## config.mk

```make
export PLATFORM = sky130hd
export DESIGN_NAME = slot_allocator_with_timeout_aging_flat
export DESIGN_NICKNAME = d
export VERILOG_FILES = /design/src/rtl/sao_pkg.sv /design/src/rtl/sao_req_if.sv /design/src/rtl/sao_res_if.sv /design/src/rtl/sao_stamp_ram.sv /design/src/rtl/sao_free_fifo.sv /design/src/rtl/slot_allocator_with_timeout_aging.sv /design/src/flat_wrapper.sv
export SDC_FILE = /design/constraint.sdc
export NUM_CORES = 1
export LEC_CHECK = 0
export BUFFER_PORTS_ARGS = -buffer_cell sky130_fd_sc_hd__buf_2
export CORE_MARGIN = 3
export CORE_UTILIZATION = 45
export DETAILED_ROUTE_END_ITERATION = 10
export MAX_ROUTING_LAYER = met4
export SYNTH_ARGS = -nofsm -noshare
export SYNTH_HDL_FRONTEND = slang
export SYNTH_HIERARCHICAL = 1
export SYNTH_SLANG_ARGS = --single-unit
```

## constraint.sdc

```tcl
create_clock -name clk -period 4.7 [get_ports clk]
set_input_delay 0.47 -clock clk [delete_from_list [all_inputs] [get_ports clk]]
set_output_delay 0.47 -clock clk [all_outputs]
set_load 0.005 [all_outputs]
```

## src/rtl/sao_pkg.sv

```systemverilog
`default_nettype none
package sao_pkg;

  localparam int POOL_SLOTS_DEF = 16;
  localparam int SLOT_W         = 4;
  localparam int STATUS_W       = 2;
  localparam int TIME_W         = 32;
  // 2.0 s in 1 ms ticks
  localparam logic [TIME_W-1:0] TIMEOUT_RESET = 32'd2000;

  typedef enum logic [1:0] {
    REQ_ALLOC   = 2'd0,
    REQ_REFRESH = 2'd1,
    REQ_RELEASE = 2'd2,
    REQ_SWEEP   = 2'd3
  } req_t;

  typedef enum logic [STATUS_W-1:0] {
    ST_OK    = 2'd0,
    ST_RANGE = 2'd1,
    ST_DEAD  = 2'd2,
    ST_FULL  = 2'd3
  } status_t;

  typedef enum logic [2:0] {
    S_IDLE,
    S_ALLOC,
    S_UPD,
    S_SW_RD,
    S_SW_CHK,
    S_CLOSE
  } sao_state_t;

endpackage
`default_nettype wire

```

## src/rtl/sao_req_if.sv

```systemverilog
`default_nettype none
interface sao_req_if import sao_pkg::*; ();
  logic              valid;
  logic              ready;
  logic [1:0]        req_type;
  logic [SLOT_W-1:0] slot;
  logic [TIME_W-1:0] now;

  modport source (output valid, req_type, slot, now, input ready);
  modport sink (input valid, req_type, slot, now, output ready);
endinterface
`default_nettype wire

```

## src/rtl/sao_res_if.sv

```systemverilog
`default_nettype none
interface sao_res_if import sao_pkg::*; ();
  logic                valid;
  logic                ready;
  logic [SLOT_W-1:0]   slot_id;
  logic [STATUS_W-1:0] status;
  logic                evicted;
  logic                last;

  modport source (output valid, slot_id, status, evicted, last, input ready);
  modport sink (input valid, slot_id, status, evicted, last, output ready);
endinterface
`default_nettype wire

```

## src/rtl/sao_stamp_ram.sv

```systemverilog
`default_nettype none
module sao_stamp_ram import sao_pkg::*; #(
  parameter int POOL_SLOTS = POOL_SLOTS_DEF,
  localparam int IDW = $clog2(POOL_SLOTS)
) (
  input  wire logic              clk,
  input  wire logic              we,
  input  wire logic [IDW-1:0]    waddr,
  input  wire logic [TIME_W-1:0] wdata,
  input  wire logic [IDW-1:0]    raddr,
  output logic      [TIME_W-1:0] rdata
);

  logic [TIME_W-1:0] mem [POOL_SLOTS];

  always_ff @(posedge clk) begin
    if (we) begin
      mem[waddr] <= wdata;
    end
  end

  always_ff @(posedge clk) begin
    rdata <= mem[raddr];
  end

endmodule
`default_nettype wire

```

## src/rtl/sao_free_fifo.sv

```systemverilog
`default_nettype none
module sao_free_fifo import sao_pkg::*; #(
  parameter int POOL_SLOTS = POOL_SLOTS_DEF,
  localparam int IDW = $clog2(POOL_SLOTS),
  localparam int CW  = $clog2(POOL_SLOTS + 1)
) (
  input  wire logic           clk,
  input  wire logic           rst,
  input  wire logic           push,
  input  wire logic [IDW-1:0] push_id,
  input  wire logic           pop,
  output logic      [IDW-1:0] head_id,
  output logic      [CW-1:0]  count
);

  logic [IDW-1:0] mem [POOL_SLOTS];
  logic [IDW-1:0] head;
  logic [CW:0]    tail_sum;
  logic [IDW-1:0] tail;
  logic [IDW:0]   head_inc;

  always_comb begin
    tail_sum = {{(CW + 1 - IDW){1'b0}}, head} + {1'b0, count};
    if (tail_sum >= (CW + 1)'(POOL_SLOTS)) begin
      tail_sum = tail_sum - (CW + 1)'(POOL_SLOTS);
    end
    tail = tail_sum[IDW-1:0];
    head_inc = {1'b0, head} + 1'b1;
    if (head_inc >= (IDW + 1)'(POOL_SLOTS)) begin
      head_inc = '0;
    end
  end

  always_ff @(posedge clk) begin
    if (push && count < CW'(POOL_SLOTS)) begin
      mem[tail] <= push_id;
    end
    head_id <= mem[head];
  end

  always_ff @(posedge clk) begin
    if (rst) begin
      head  <= '0;
      count <= '0;
    end else if (pop) begin
      head  <= head_inc[IDW-1:0];
      count <= count - 1'b1;
    end else if (push && count < CW'(POOL_SLOTS)) begin
      count <= count + 1'b1;
    end
  end

endmodule
`default_nettype wire

```

## src/rtl/slot_allocator_with_timeout_aging.sv

```systemverilog
`default_nettype none
// Slot allocator with timeout aging. Requests allocate, refresh, release or
// sweep a pool of POOL_SLOTS slots; released and evicted ids are reused in
// FIFO order before the pool grows. One request is in work at a time and
// req.ready is high only while the sequencer is idle. Allocate, refresh and
// release present their result from their own state once the output
// register is free, then return to idle for the next request. A sweep
// walks the N ids grown so far: each slot is read on the single stamp
// memory read port in S_SW_RD and checked by the age comparator in
// S_SW_CHK; each eviction beat waits for the output register. Results sit
// in one output register, and a stalled sink holds back the next beat.
// timeout_ticks resets to 2000 and is written through cfg_we/cfg_data.
module slot_allocator_with_timeout_aging import sao_pkg::*; #(
  parameter int POOL_SLOTS = POOL_SLOTS_DEF
) (
  input  wire logic              clk,
  input  wire logic              rst,
  sao_req_if.sink                req,
  sao_res_if.source              res,
  input  wire logic              cfg_we,
  input  wire logic [TIME_W-1:0] cfg_data
);

  localparam int IDW = $clog2(POOL_SLOTS);
  localparam int CW  = $clog2(POOL_SLOTS + 1);

  sao_state_t state, state_next;

  logic [TIME_W-1:0]  timeout_ticks;
  logic [1:0]         req_type_q;
  logic [SLOT_W-1:0]  slot_q;
  logic [TIME_W-1:0]  now_q;
  logic [POOL_SLOTS-1:0] slot_live;
  logic [CW-1:0]      grown_count;
  logic [CW-1:0]      idx, idx_next;

  logic               res_valid;
  logic               out_free;
  logic               emit;
  logic [SLOT_W-1:0]  e_slot;
  status_t            e_status;
  logic               e_evicted;
  logic               e_last;

  logic               live_set, live_clr;
  logic [IDW-1:0]     live_idx;
  logic               stamp_we;
  logic [IDW-1:0]     stamp_waddr;
  logic [TIME_W-1:0]  stamp_rdata;
  logic               push, pop, grown_inc;
  logic [IDW-1:0]     push_id;
  logic [IDW-1:0]     head_id;
  logic [CW-1:0]      free_count;

  logic [IDW-1:0]     alloc_id;
  logic [IDW+3:0]     alloc_ext;
  logic [IDW+3:0]     sweep_ext;
  logic [CW+3:0]      slot_w;
  logic [CW+3:0]      grown_w;
  logic [IDW-1:0]     slot_idx;
  logic [IDW-1:0]     sw_idx;
  logic               range_err;
  logic [TIME_W-1:0]  age;
  logic               expired;

  assign req.ready = (state == S_IDLE);
  assign out_free  = !res_valid || res.ready;

  sao_stamp_ram #(.POOL_SLOTS(POOL_SLOTS)) u_stamp (
    .clk   (clk),
    .we    (stamp_we),
    .waddr (stamp_waddr),
    .wdata (now_q),
    .raddr (sw_idx),
    .rdata (stamp_rdata)
  );

  sao_free_fifo #(.POOL_SLOTS(POOL_SLOTS)) u_fifo (
    .clk     (clk),
    .rst     (rst),
    .push    (push),
    .push_id (push_id),
    .pop     (pop),
    .head_id (head_id),
    .count   (free_count)
  );

  always_comb begin
    alloc_id  = (free_count != '0) ? head_id : grown_count[IDW-1:0];
    alloc_ext = {4'b0000, alloc_id};
    sw_idx    = idx[IDW-1:0];
    sweep_ext = {4'b0000, sw_idx};
    slot_w    = {{CW{1'b0}}, slot_q};
    grown_w   = {4'b0000, grown_count};
    slot_idx  = slot_w[IDW-1:0];
    range_err = (slot_w >= grown_w);
    // wrapping age against the stamp read in the previous cycle
    age       = now_q - stamp_rdata;
    expired   = slot_live[sw_idx] && (age > timeout_ticks);
  end

  always_comb begin
    state_next  = state;
    idx_next    = idx;
    emit        = 1'b0;
    e_slot      = '0;
    e_status    = ST_OK;
    e_evicted   = 1'b0;
    e_last      = 1'b1;
    live_set    = 1'b0;
    live_clr    = 1'b0;
    live_idx    = slot_idx;
    stamp_we    = 1'b0;
    stamp_waddr = slot_idx;
    push        = 1'b0;
    push_id     = slot_idx;
    pop         = 1'b0;
    grown_inc   = 1'b0;

    unique case (state)
      S_IDLE: begin
        if (req.valid) begin
          unique case (req.req_type) inside
            REQ_ALLOC: state_next = S_ALLOC;
            REQ_REFRESH, REQ_RELEASE: state_next = S_UPD;
            default: begin
              state_next = S_SW_RD;
              idx_next   = '0;
            end
          endcase
        end
      end

      S_ALLOC: begin
        if (out_free) begin
          emit       = 1'b1;
          state_next = S_IDLE;
          if (free_count == '0 && grown_count >= CW'(POOL_SLOTS)) begin
            e_status = ST_FULL;
          end else begin
            pop         = (free_count != '0);
            grown_inc   = (free_count == '0);
            live_set    = 1'b1;
            live_idx    = alloc_id;
            stamp_we    = 1'b1;
            stamp_waddr = alloc_id;
            e_slot      = alloc_ext[SLOT_W-1:0];
          end
        end
      end

      S_UPD: begin
        if (out_free) begin
          emit       = 1'b1;
          state_next = S_IDLE;
          e_slot     = slot_q;
          if (range_err) begin
            e_status = ST_RANGE;
          end else if (!slot_live[slot_idx]) begin
            e_status = ST_DEAD;
          end else if (req_type_q == REQ_REFRESH) begin
            stamp_we = 1'b1;
          end else begin
            live_clr = 1'b1;
            push     = 1'b1;
          end
        end
      end

      S_SW_RD: begin
        if (idx >= grown_count) begin
          state_next = S_CLOSE;
        end else begin
          state_next = S_SW_CHK;
        end
      end

      S_SW_CHK: begin
        live_idx = sw_idx;
        push_id  = sw_idx;
        if (!expired) begin
          idx_next   = idx + 1'b1;
          state_next = S_SW_RD;
        end else if (out_free) begin
          emit       = 1'b1;
          e_slot     = sweep_ext[SLOT_W-1:0];
          e_evicted  = 1'b1;
          e_last     = 1'b0;
          live_clr   = 1'b1;
          push       = 1'b1;
          idx_next   = idx + 1'b1;
          state_next = S_SW_RD;
        end
      end

      S_CLOSE: begin
        if (out_free) begin
          emit       = 1'b1;
          state_next = S_IDLE;
        end
      end

      default: state_next = S_IDLE;
    endcase
  end

  always_ff @(posedge clk) begin
    if (rst) begin
      state <= S_IDLE;
    end else begin
      state <= state_next;
    end
  end

  always_ff @(posedge clk) begin
    if (rst) begin
      idx           <= '0;
      grown_count   <= '0;
      slot_live     <= '0;
      timeout_ticks <= TIMEOUT_RESET;
    end else begin
      idx <= idx_next;
      if (grown_inc) begin
        grown_count <= grown_count + 1'b1;
      end
      if (live_set) begin
        slot_live[live_idx] <= 1'b1;
      end else if (live_clr) begin
        slot_live[live_idx] <= 1'b0;
      end
      if (cfg_we) begin
        timeout_ticks <= cfg_data;
      end
    end
  end

  always_ff @(posedge clk) begin
    if (req.valid && req.ready) begin
      req_type_q <= req.req_type;
      slot_q     <= req.slot;
      now_q      <= req.now;
    end
  end

  always_ff @(posedge clk) begin
    if (rst) begin
      res_valid <= 1'b0;
    end else if (emit) begin
      res_valid <= 1'b1;
    end else if (res.ready) begin
      res_valid <= 1'b0;
    end
  end

  always_ff @(posedge clk) begin
    if (emit) begin
      res.slot_id <= e_slot;
      res.status  <= e_status;
      res.evicted <= e_evicted;
      res.last    <= e_last;
    end
  end

  assign res.valid = res_valid;

endmodule
`default_nettype wire

```

## src/flat_wrapper.sv

```systemverilog
// flat-port wrapper written by rule: the top's interface ports become plain ports
module slot_allocator_with_timeout_aging_flat import sao_pkg::*;
#(
  parameter int POOL_SLOTS = POOL_SLOTS_DEF
)
  (clk, rst, cfg_we, cfg_data, req_valid, req_req_type, req_slot, req_now, req_ready, res_valid, res_slot_id, res_status, res_evicted, res_last, res_ready);
  sao_req_if req_i ();
  sao_res_if res_i ();
  input  wire logic clk;
  input  wire logic rst;
  input  wire logic cfg_we;
  input  wire logic [TIME_W-1:0] cfg_data;
  input wire logic [$bits(req_i.valid)-1:0] req_valid;
  input wire logic [$bits(req_i.req_type)-1:0] req_req_type;
  input wire logic [$bits(req_i.slot)-1:0] req_slot;
  input wire logic [$bits(req_i.now)-1:0] req_now;
  output wire logic [$bits(req_i.ready)-1:0] req_ready;
  output wire logic [$bits(res_i.valid)-1:0] res_valid;
  output wire logic [$bits(res_i.slot_id)-1:0] res_slot_id;
  output wire logic [$bits(res_i.status)-1:0] res_status;
  output wire logic [$bits(res_i.evicted)-1:0] res_evicted;
  output wire logic [$bits(res_i.last)-1:0] res_last;
  input wire logic [$bits(res_i.ready)-1:0] res_ready;
  assign req_i.valid = req_valid;
  assign req_i.req_type = req_req_type;
  assign req_i.slot = req_slot;
  assign req_i.now = req_now;
  assign req_ready = req_i.ready;
  assign res_valid = res_i.valid;
  assign res_slot_id = res_i.slot_id;
  assign res_status = res_i.status;
  assign res_evicted = res_i.evicted;
  assign res_last = res_i.last;
  assign res_i.ready = res_ready;
  slot_allocator_with_timeout_aging #(.POOL_SLOTS(POOL_SLOTS)) u_core (.clk(clk), .rst(rst), .req(req_i), .res(res_i), .cfg_we(cfg_we), .cfg_data(cfg_data));
endmodule
```

; Yosys cells after proc, flatten, opt, wreduce, memory -nomap -nowiden
; Memory sizes are Yosys's and may differ from the RTL's. A register that Yosys moved wholly into a read port is not among the register bits.
; Cells that the tools add are included.
; Widths: inputs -> output; s select.
[word_totals]
regBits = 117
latch_bits = 0
mem_bits_rw = 576
romBits = 0
inputBits = 75
out_inout_bits = 10
wordCells = 143
memories = 2
[mem_list]
columns = memory, depth, width, rd, rd_clocked_by_memory_dff, wr, line
row1 = u_core.u_stamp.mem, 16, 32, 1, 1, 1, sao_stamp_ram.sv:14  ; logic [TIME_W-1:0] mem [POOL_SLOTS];
row2 = u_core.u_fifo.mem, 16, 4, 1, 1, 1, sao_free_fifo.sv:16  ; logic [IDW-1:0] mem [POOL_SLOTS];
[classes]
addsub = 8
multipliers = 0
n_div = 0
order_cmp = 11
n_eq_ne = 12
n_shift = 0
n_mux = 71
n_bitwise = 3
reduce_logical = 21
[ops]
columns = operator, n
row1 = $mux 4, 12
row2 = $gt 32x32->1, 1
row3 = $mux 16, 2
row4 = $sub 32x32->32, 1
row5 = $mux 1, 30
row6 = $mux 5, 6
row7 = $and 16x16->16, 1
row8 = $not 16->16, 1
row9 = $or 16x16->16, 1
row10 = $add 5x1->5 const B, 3
row11 = $lt 4x5->1 const B, 3
row12 = $mux 3, 4
row13 = $pmux 3 s4, 1
row14 = $pmux 4 s3, 1
row15 = $ge 5x5->1 const B, 2
row16 = $mux 2, 5
row17 = $pmux 5 s2, 1
row18 = $bmux 1 s4, 2
row19 = $pmux 2 s2, 2
row20 = $pmux 4 s2, 1
row21 = $reduce_bool 2->1, 4
row22 = $add 4x5->6, 1
row23 = $eq 3x2->1 const B, 2
row24 = $eq 3x3->1 const B, 2
row25 = 28 further kinds, 37

; Depth between registers and ports, before layout
; Gate-level depths: netlist (run 1).
[logic_depth]
depth_word = 13
depth_mapped = 25
mapped_depth_nobuf = 24

; Cells and area by module
; The synthesis (run 1) kept the hierarchy.
[modules_own_cells]
columns = module, instances, cells_each, area_per_inst_um2, seq_area_each_um2
row1 = sao_stamp_ram, 1, 838, 19835.3, 16015.4
row2 = slot_allocator_with_timeout_aging, 1, 800, 7523.5, 2622.5
row3 = sao_free_fifo, 1, 201, 3259.4, 2182.1

; Worst setup path after synthesis (run 1)
; No wires, ideal clock.
[synth_timing]
path_kind = flip-flop to flip-flop
start = reg u_core.now_q[12]
end = reg u_core.res.evicted (enable)
setup_time_ps = 388
arrival_ps = 4703
t_required_ps = 4312
setup_slack_ps = -391
path_stages_with_launch = 19
n_path_buf = 0
synth_period_minus_slack_ps = 5091
path_cell_list = edfxtp_1 ha_1 a21o_1 a21o_1 a2111oi_0 a2bb2oi_1 nand2_1 o311ai_0 a21oi_1 xor2_1 ha_1 nand4_1 nor3_1 nand2_1 a2bb2oi_1 nand3_1 nor2b_1 nand2_1 a221oi_1
[synth_between]
elab_chain_len = 5
[synth_lines]
columns = element, line
row1 = start: declaration, slot_allocator_with_timeout_aging.sv:32  ; logic [TIME_W-1:0] now_q;
row2 = start signal: assignment, slot_allocator_with_timeout_aging.sv:241  ; now_q <= req.now;
row3 = $sub 32x32->32, slot_allocator_with_timeout_aging.sv:98  ; age = now_q - stamp_rdata;
row4 = $gt 32x32->1, slot_allocator_with_timeout_aging.sv:99  ; expired = slot_live[sw_idx] && (age > timeout_ticks);
row5 = $logic_and 1x1->1, slot_allocator_with_timeout_aging.sv:99
row6 = $mux 1, slot_allocator_with_timeout_aging.sv:181  ; if (!expired) begin
row7 = $pmux 1 s2, slot_allocator_with_timeout_aging.sv:120  ; unique case (state)
row8 = via u_core.emit, slot_allocator_with_timeout_aging.sv:39  ; logic emit;
row9 = end signal: assignment, slot_allocator_with_timeout_aging.sv:259  ; res.evicted <= e_evicted;
row10 = end: declaration, sao_res_if.sv:10  ; modport source (output valid, slot_id, status, evicted, last, input ready);
; The timed path passes the listed nets, and every way through them passes these cells.
; A chain may end at the register's enable or synchronous reset.

; Worst setup path in the final report (run 1)
[layout_timing]
start = reg u_core.now_q[12]
end = mem u_core/u_fifo/mem[10][2] (netlist bit) (enable)
[layout_between]
elab_chain_len = 8
[layout_lines]
columns = element, line
row1 = $sub 32x32->32, slot_allocator_with_timeout_aging.sv:98
row2 = $gt 32x32->1, slot_allocator_with_timeout_aging.sv:99
row3 = $logic_and 1x1->1, slot_allocator_with_timeout_aging.sv:99
row4 = $mux 1, --
row5 = $pmux 1 s2, --
row6 = via u_core.live_clr, slot_allocator_with_timeout_aging.sv:45  ; logic live_set, live_clr;
row7 = $logic_and 1x1->1, sao_free_fifo.sv:35  ; if (push && count < CW'(POOL_SLOTS)) begin
row8 = $mux 1, sao_free_fifo.sv:35
row9 = $mux 1 (implied by the code), sao_free_fifo.sv:36  ; mem[tail] <= push_id;
row10 = end: declaration, sao_free_fifo.sv:16
; The timed path passes the listed nets, and every way through them passes these cells.

==> metrics.md, run 1 <==
| Metric | Value |
|---|---|
| Fin Setup TNS | `-4.27 ns` |
| Relative slew slack | `a little over a quarter` |
| Final nets | `2249` |
| Synthesized cell area | `30600 um2` |
| Top cell type by total area after synthesis | `edfxtp_1` |
| CP most frequent cell | `buf_4` |
| TritonCTS clock tree | `done` |
| Worst Skew | `0.0206 ns` |
| Area after DPL | `33300 um2` |
| RSZ-0062 raised after global routing | `true` |
| Port bufs | `between 80 and 90` |
| Layout cells sized above 1 | `around 30%` |
| Final core occ | `54.0%` |
| DP Worst Slack | `-0.580 ns` |
| Initial antenna violation count | `1` |
| Wire per inst | `approximately 24 um` |
| Crit-path leading delay family | `simple AND/OR/NAND/NOR gates` |
| Critical path peak fanout | `4` |
| Met3 wire length | `between 3000 and 4000 um` |
| Clk buf depth | `3` |
| # setup viols final | `59` |
| Yosys warns | `6` |
| Die area | `between 70000 and 80000 um2` |
| Die height | `267 um` |
| Vias per inst | `about 5.7` |
| First-pass GRT wire length | `~110000 um` |
| Drc violations | `0` |
| Cts bufs inserted | `slightly below 80` |
| Worst-Margin Slew | `approximately 1.1 ns` |
| Core area | `between 60000 and 70000 um2` |
| Largest net degree at the start of global routing | `68` |
| Pwr Density | `384 nW/um2` |
| Hold Slack | `between 0.03 and 0.04 ns` |
| Peak supply drop | `between 200 and 300 uV` |
| Post-synth cell types | `about 90` |
| Synth top area share | `approximately three fifths` |
| CP max stage cell | `edfxtp_1` |
| Gpl congestion | `roughly 0.85` |
| DP HPWL | `~44000 um` |
| Synth area leaders | `edfxtp_1 61%, mux4_2 11%, dfxtp_1 7.0%` |
| TritonCTS Sinks | `approximately 730` |
| I/O pin count | `85` |
| Synth async-reset ratio | `0%` |
| Die width | `around 270 um` |
| Metal1 wirelength | `32400 um` |
| Total grt overflow | `0` |
| ANT cells | `0` |
| Critical Path AT | `just over 5 ns` |
| Layout Cell Area excl Fill | `36300 um2` |
| Latest clock arrival within the worst-skew pair | `0.61 ns` |
| Critical path startpoint category | `flip-flop` |
| Slowest stage delay, CP | `0.43 ns` |
| Final min period | `~4.8 ns` |
| Top_reg_cell synth | `edfxtp_1` |
| Post-synth EDFFs | `622` |
| Aggregate global-route resource usage | `~22%` |
| Routed wl met2 | `~36000 um` |
| H-tree depth | `3` |
| Status | `finished, violations left` |
| Max layer used | `met4` |
| Fmax | `around 210 MHz` |
| Reg clk slew, reported paths | `around 0.06 ns` |
| Cell chosen for the clock root | `clkbuf_16` |
| Final period util | `103%` |
| Vias in the first global route | `~18000` |
| Vias | `17200` |
| Post-DRT Antenna Nets | `0` |
| Avg Inst Size Synth | `16.6 um2` |
| Endpoint class of the critical path | `flip-flop` |
| # Max-Cap Violations | `0` |
| Failing checks | `negative setup slack` |
| Total Wirelength | `approximately 74000 um` |
| Pleak | `between 0.01 and 0.015 uW` |
| Worst path required time | `between 5 and 6 ns` |
| Pins Over Slew Limit | `0` |
| Mapped Cells | `1839` |
| Placement Rows | `95` |
| Worst setup margin | `-0.134 ns` |
| Initial Util | `45.5%` |
| Kind of critical path | `reg2reg` |
| Pre-antenna DRT Iters | `5` |
| Critical path buffer and inverter count | `5` |
| Synthesized flop and latch total | `approximately 730` |
| Drt initial violations | `approximately 1400` |
| Worst Hold Class | `in2reg` |
| Syn-to-layout area delta | `18.5%` |
| Post-synthesis sequential area ratio | `between 60% and 70%` |
| Crit path cell chain | `ha_4, a21o_1, a21o_1, a2111oi_2, a2bb2oi_1, buf_4, buf_4, and3_1, nor3_2, a41oi_1, xnor2_1, ha_1, nand4_1, nor3_2, buf_4, o2111ai_4, nand3_4, a2bb2oi_4, inv_2, nor2b_4, nor2b_4, buf_12, nand3_4, nor2_4` |
| Final Hold Fails | `0` |
| Synth Net Count | `2000` |
[sequential cells by signal, indices dropped and copies added (netlist names), named ones only]
signal	count
u_core/u_stamp/mem	512
u_core/u_fifo/mem	64
u_core/now_q	32
u_core/timeout_ticks	32
u_core/u_stamp/rdata	32
u_core/grown_count	5
u_core/idx	5
u_core/u_fifo/count	5
u_core/res.slot_id	4
u_core/slot_idx	4
u_core/u_fifo/head	4
u_core/u_fifo/head_id	4
u_core/state	3
u_core/req_type_q	2
u_core/res.status	2
u_core/res.evicted	1
u_core/res.last	1
u_core/res.valid	1
[synthesized netlist by cell type (all sizes together) (23+ instances only)]
library cell / instances
nor2: 103
dfxtp: 107
a21oi: 70
o21ai: 32
edfxtp: 622
buf: 41
xnor2: 23
nand2: 97
a22oi: 72
inv: 94
mux2i: 29
ha: 83
a21o: 32
clkbuf: 38
mux4: 154
[cell usage in the layout, fill, tap and decap left out, types with 11 or more instances in the layout]
cell / count
clkbuf_16: 79
xnor2_1: 20
a21oi_1: 58
ha_1: 80
nand2b_1: 17
nor2_1: 69
buf_2: 84
xor2_1: 11
a22oi_1: 72
clkbuf_1: 23
mux2i_1: 29
buf_4: 139
nand4_1: 15
a211oi_2: 11
clkinv_2: 11
o21ai_0: 26
o31ai_1: 11
edfxtp_1: 622
buf_12: 16
a21o_1: 31
inv_1: 92
nor2b_1: 14
o211ai_1: 13
nand2_1: 90
nand3_1: 13
dfxtp_1: 105
nor2_4: 29
mux4_2: 154
[worst reg2reg max path, delay by kind of cell, from the launching register on]
family	cells	cell delay [ns]
AOI/OAI and AO/OA	7	1.34
xor gates and xnor gates	1	0.11
adders and majority gates	2	0.59
buffers and inverters	5	0.61
DFF	1	0.43
and+or+nand+nor	9	1.46
[layout make-up]
| class | count | area [um2] |
|---|---|---|
| Tap cell | 873 | 1090 |
| Clock buffer | 108 | 2150 |
| Inverter | 94 | 353 |
| Timing Repair Buffer | 248 | 1890 |
| Multi-Input combinational cell | 937 | 9670 |
| Clock inverter | 36 | 318 |
| Sequential cell | 729 | 20800 |
| Fill cell | 5369 | 31000 |
[report_power, final]
group	leakage (uW)	switching, uW	internal (uW)
Sequential	0.00650	60.4	7130
Clock	0.00119	2450	3430
Combinational	0.00471	505	372
[cells by family after synthesis]
group	count (synthesis)	share of synthesized area, %
compound gates	301	7.13
xor+xnor	35	1.11
fa+ha+maj	86	3.59
buf+inv	173	2.57
flops	729	68.0
mux	183	12.3
simple gates	332	5.32
[repair_timing]
| item | 4_1_cts | 5_1_grt |
|---|---|---|
| endpoints found under the hold margin | 3 | 0 |
| setup buffers | 8 | 6 |
| resized for setup | 68 | 40 |
| hold buffers | 3 | 0 |
| pin swaps | 30 | 17 |
| setup endpoints to repair | 107 | 102 |
[stage by stage]
step | power, uW | cells
final | 13900 | 3025
after global routing | 14500 | 3025
after CTS | 14100 | 3026
after detailed placement | 8160 | 2873
after global placement | 8140 | 2873
after floorplan | 7790 | 1839
[metal layers]
layer  GRT usage (%)  vias to the layer above
met5               -                        -
met4            4.80                        0
met3            3.35                      101
met2            35.1                      446
met1            29.4                     8849
li1                -                     7782
[path summary, 6_finish.rpt]
path                                  startpoint                        to  slack, ns  cells past startpoint
worst max-delay path            u_core/now_q[12]  u_core/u_fifo/mem[10][2]      -0.13                     24
worst max register to register  u_core/now_q[12]  u_core/u_fifo/mem[10][2]      -0.13                     24
worst min-delay path                 req_now[15]          u_core/now_q[15]       0.04                      1
worst min register to register         flip-flop                 flip-flop       0.47                      2
(Power assumes the default switching activity.)
==> inputs of run 2 (changes only) <==
- SETUP_SLACK_MARGIN: unset -> 0.02
==> run 2 against run 1 <==
The flow still finishes with violations (negative setup slack). Combinational power hardly changed. Utilization is 0.11 points higher. Via count is 0.73% higher. Flip-flop and latch count stayed put. Critical path type unchanged. Highest routed layer unchanged.
==> metrics.md, run 2 (synthesis gave the netlist of run 1 again) <==
| Metric | Value |
|---|---|
| Gpl congestion | `0.882 (+3.8%)` |
| Port bufs | `84 (unchanged)` |
| Pwr Total | `14400 uW (+2.9%)` |
| Cell chosen for the clock root | `clkbuf_16` |
| Commonest non-fill, non-tap cells in the layout | `622 x edfxtp_1, 164 x buf_4, 154 x mux4_2` |
| Worst path required time | `5.03 ns (+0.02 ns)` |
| Pre-antenna DRT Iters | `5 (unchanged)` |
| Endpoint class of the critical path | `flip-flop` |
| Fmax | `212 MHz (+2.6%)` |
| RSZ-0062 raised after global routing | `true` |
| Pleak | `0.0125 uW (+0.78%)` |
| TritonCTS clock tree | `done` |
| Vias in the first global route | `17900 (+0.028%)` |
| Worst Hold Launch | `req_slot[2]` |
| Failing checks | `negative setup slack` |
| Worst hold endpoint | `u_core/slot_idx[2]` |
| Kind of critical path | `reg2reg` |
| R2R Path End | `u_core/u_fifo/mem[8][3]` |
| Post-DRT Antenna Nets | `0 (unchanged)` |
| Largest net degree at the start of global routing | `58 (-15%)` |
| Largest Register | `u_core/u_stamp/mem` |
| Wire per inst | `24.6 um (+1.1%)` |
| R2R setup slack | `-0.009 ns (+0.12 ns)` |
| Reg clk slew, reported paths | `0.06 ns (about the same)` |
| ANT cells | `0 (unchanged)` |
| Total Wirelength | `74700 um (+1.5%)` |
| Layout cells sized above 1 | `30.4% (+0.33 points)` |
| Vias | `17300 (+0.73%)` |
| Final min period | `4.71 ns (-0.124 ns)` |
| Pins Over Slew Limit | `0 (unchanged)` |
| Critical Path AT | `5.03 ns (-0.11 ns)` |
| Critical path peak fanout | `5 (+1)` |
| Clk buf depth | `3 (unchanged)` |
| Fin Setup TNS | `-0.0569 ns (+4.21 ns)` |
| Syn-to-layout area delta | `18.8%` |
| Critical path startpoint category | `flip-flop` |
| DP HPWL | `46200 um (+4.8%)` |
| Final nets | `2262 (+0.58%)` |
| Reg2Reg Launch Point | `u_core/now_q[15]` |
| Initial antenna violation count | `2 (+1)` |
| Latest clock arrival within the worst-skew pair | `0.61 ns (about the same)` |
| # Max-Cap Violations | `0 (unchanged)` |
| # setup viols final | `12 (-80%)` |
| Drc violations | `0 (unchanged)` |
| Status | `finished, violations left` |
| Worst Hold Depth | `1 (unchanged)` |
| Core area | `67300 um2 (unchanged)` |
| TritonCTS Sinks | `729 (unchanged)` |
| Vias per inst | `5.70 (+0.30%)` |
| Die area | `71200 um2 (unchanged)` |
| Relative slew slack | `25.0% (-1.6 points)` |
| Cts bufs inserted | `77 (-1.3%)` |
| Top flop regs | `u_core/u_stamp/mem: 512 flops, u_core/u_fifo/mem: 64 flops` |
| Max reg flops | `512 (unchanged)` |
| Worst-Margin Slew | `1.12 ns (+0.0198 ns)` |
| I/O pin count | `85 (unchanged)` |
| Worst Skew | `0.0275 ns (+0.00692 ns)` |
| Placement Rows | `95 (unchanged)` |
| Drt initial violations | `1452 (+3.3%)` |
| Worst reg2reg path depth | `23 (-4.2%)` |
| Worst Hold Class | `in2reg` |
| Aggregate global-route resource usage | `21.9% (+0.21 points)` |
| Die height | `267 um (unchanged)` |
| Peak supply drop | `241 uV (-4.2%)` |
| First-pass GRT wire length | `112000 um (+0.58%)` |
| Pwr Density | `395 nW/um2 (+2.7%)` |
| H-tree depth | `3 (unchanged)` |
| Commonest non-fill, non-tap cell in the layout | `edfxtp_1` |
| Initial Util | `45.5% (unchanged)` |
| Total grt overflow | `0 (unchanged)` |
| Final Hold Fails | `0 (unchanged)` |
| Worst setup margin | `-0.00948 ns (+0.124 ns)` |
| Hold Slack | `0.0420 ns (+0.00436 ns)` |
| Die width | `267 um (unchanged)` |
| Final period util | `100% (-2.6 points)` |
run 2: routing by layer:
layer  GRT usage, %  routed length (um)  up-vias
li1               -                   -     7796
met3           2.80                3570       96
met5              -                   0        -
met2           35.8               37000      489
met1           29.4               32700     8922
met4           5.76                1460        0
run 2: repair_timing:
action / 4_1_cts / 5_1_grt
endpoints found under the setup margin: 88 / 90
pin swaps: 22 / 26
gates resized for setup: 49 / 39
endpoints found under the hold margin: 5 / 0
setup buffers: 2 / 6
hold buffers: 5 / 0
run 2: critical path, stage by stage (launching register included):
cell and delay, ns:
edfxtp_1 0.42, ha_1 0.39, a211o_1 0.31, o211ai_1 0.09, and3_1 0.25, o31ai_1 0.10
buf_4 0.15, o2111ai_2 0.20, a31oi_1 0.13, or4_1 0.42, nand3_1 0.09, ha_1 0.16
nand4_1 0.11, nor3_2 0.17, nand2_2 0.11, a2bb2oi_2 0.16, nand3_4 0.13, a2bb2oi_4 0.07
inv_2 0.07, nor2b_4 0.20, nor2b_4 0.30, nand2_2 0.14, nor2_4 0.11, buf_6 0.12
run 2: cell type report:
| cell class | count | area (um2) |
|---|---|---|
| clock buffers | 107 | 2250 |
| clock inverters | 36 | 417 |
| fillers | 5360 | 30900 |
| inverters | 94 | 353 |
| multi-input cells | 937 | 9610 |
| flip-flops and latches | 729 | 20800 |
| well taps | 873 | 1090 |
| repair buffers | 262 | 1820 |
run 2: metrics by stage:
stage | utilization, % | area, um2 | setup WS (ns) | std cells
2_1_floorplan | - | 30700 | -0.000288 | 1839
3_3_place_gp | 49.4 | 33200 | -0.245 | 2882
3_5_place_dp | 49.4 | 33200 | -0.406 | 2882
4_1_cts | 53.8 | 36200 | 0.00891 | 3032
5_1_grt | 54.1 | 36400 | -0.265 | 3038
6_report | 54.1 | 36400 | -0.00948 | 3038
run 2: power by group:
part           switching [uW]  internal [uW]
Combinational             510            365
Sequential               63.9           7130
Clock                    2480           3800
run 2: worst max path at each step:
stage                     startpoint                       end  slack, ns  cells past startpoint
global placement    u_core/now_q[12]   u_core/u_fifo/mem[9][0]      -0.25                     23
floorplan           u_core/now_q[12]    u_core/u_fifo/count[3]    -0.0003                     22
CTS                 u_core/now_q[12]   u_core/u_fifo/mem[2][3]      0.009                     23
detailed placement  u_core/now_q[12]   u_core/u_fifo/mem[3][1]      -0.41                     23
finish              u_core/now_q[15]   u_core/u_fifo/mem[8][3]     -0.009                     23
global route         u_core/now_q[0]  u_core/u_fifo/mem[12][3]      -0.27                     26
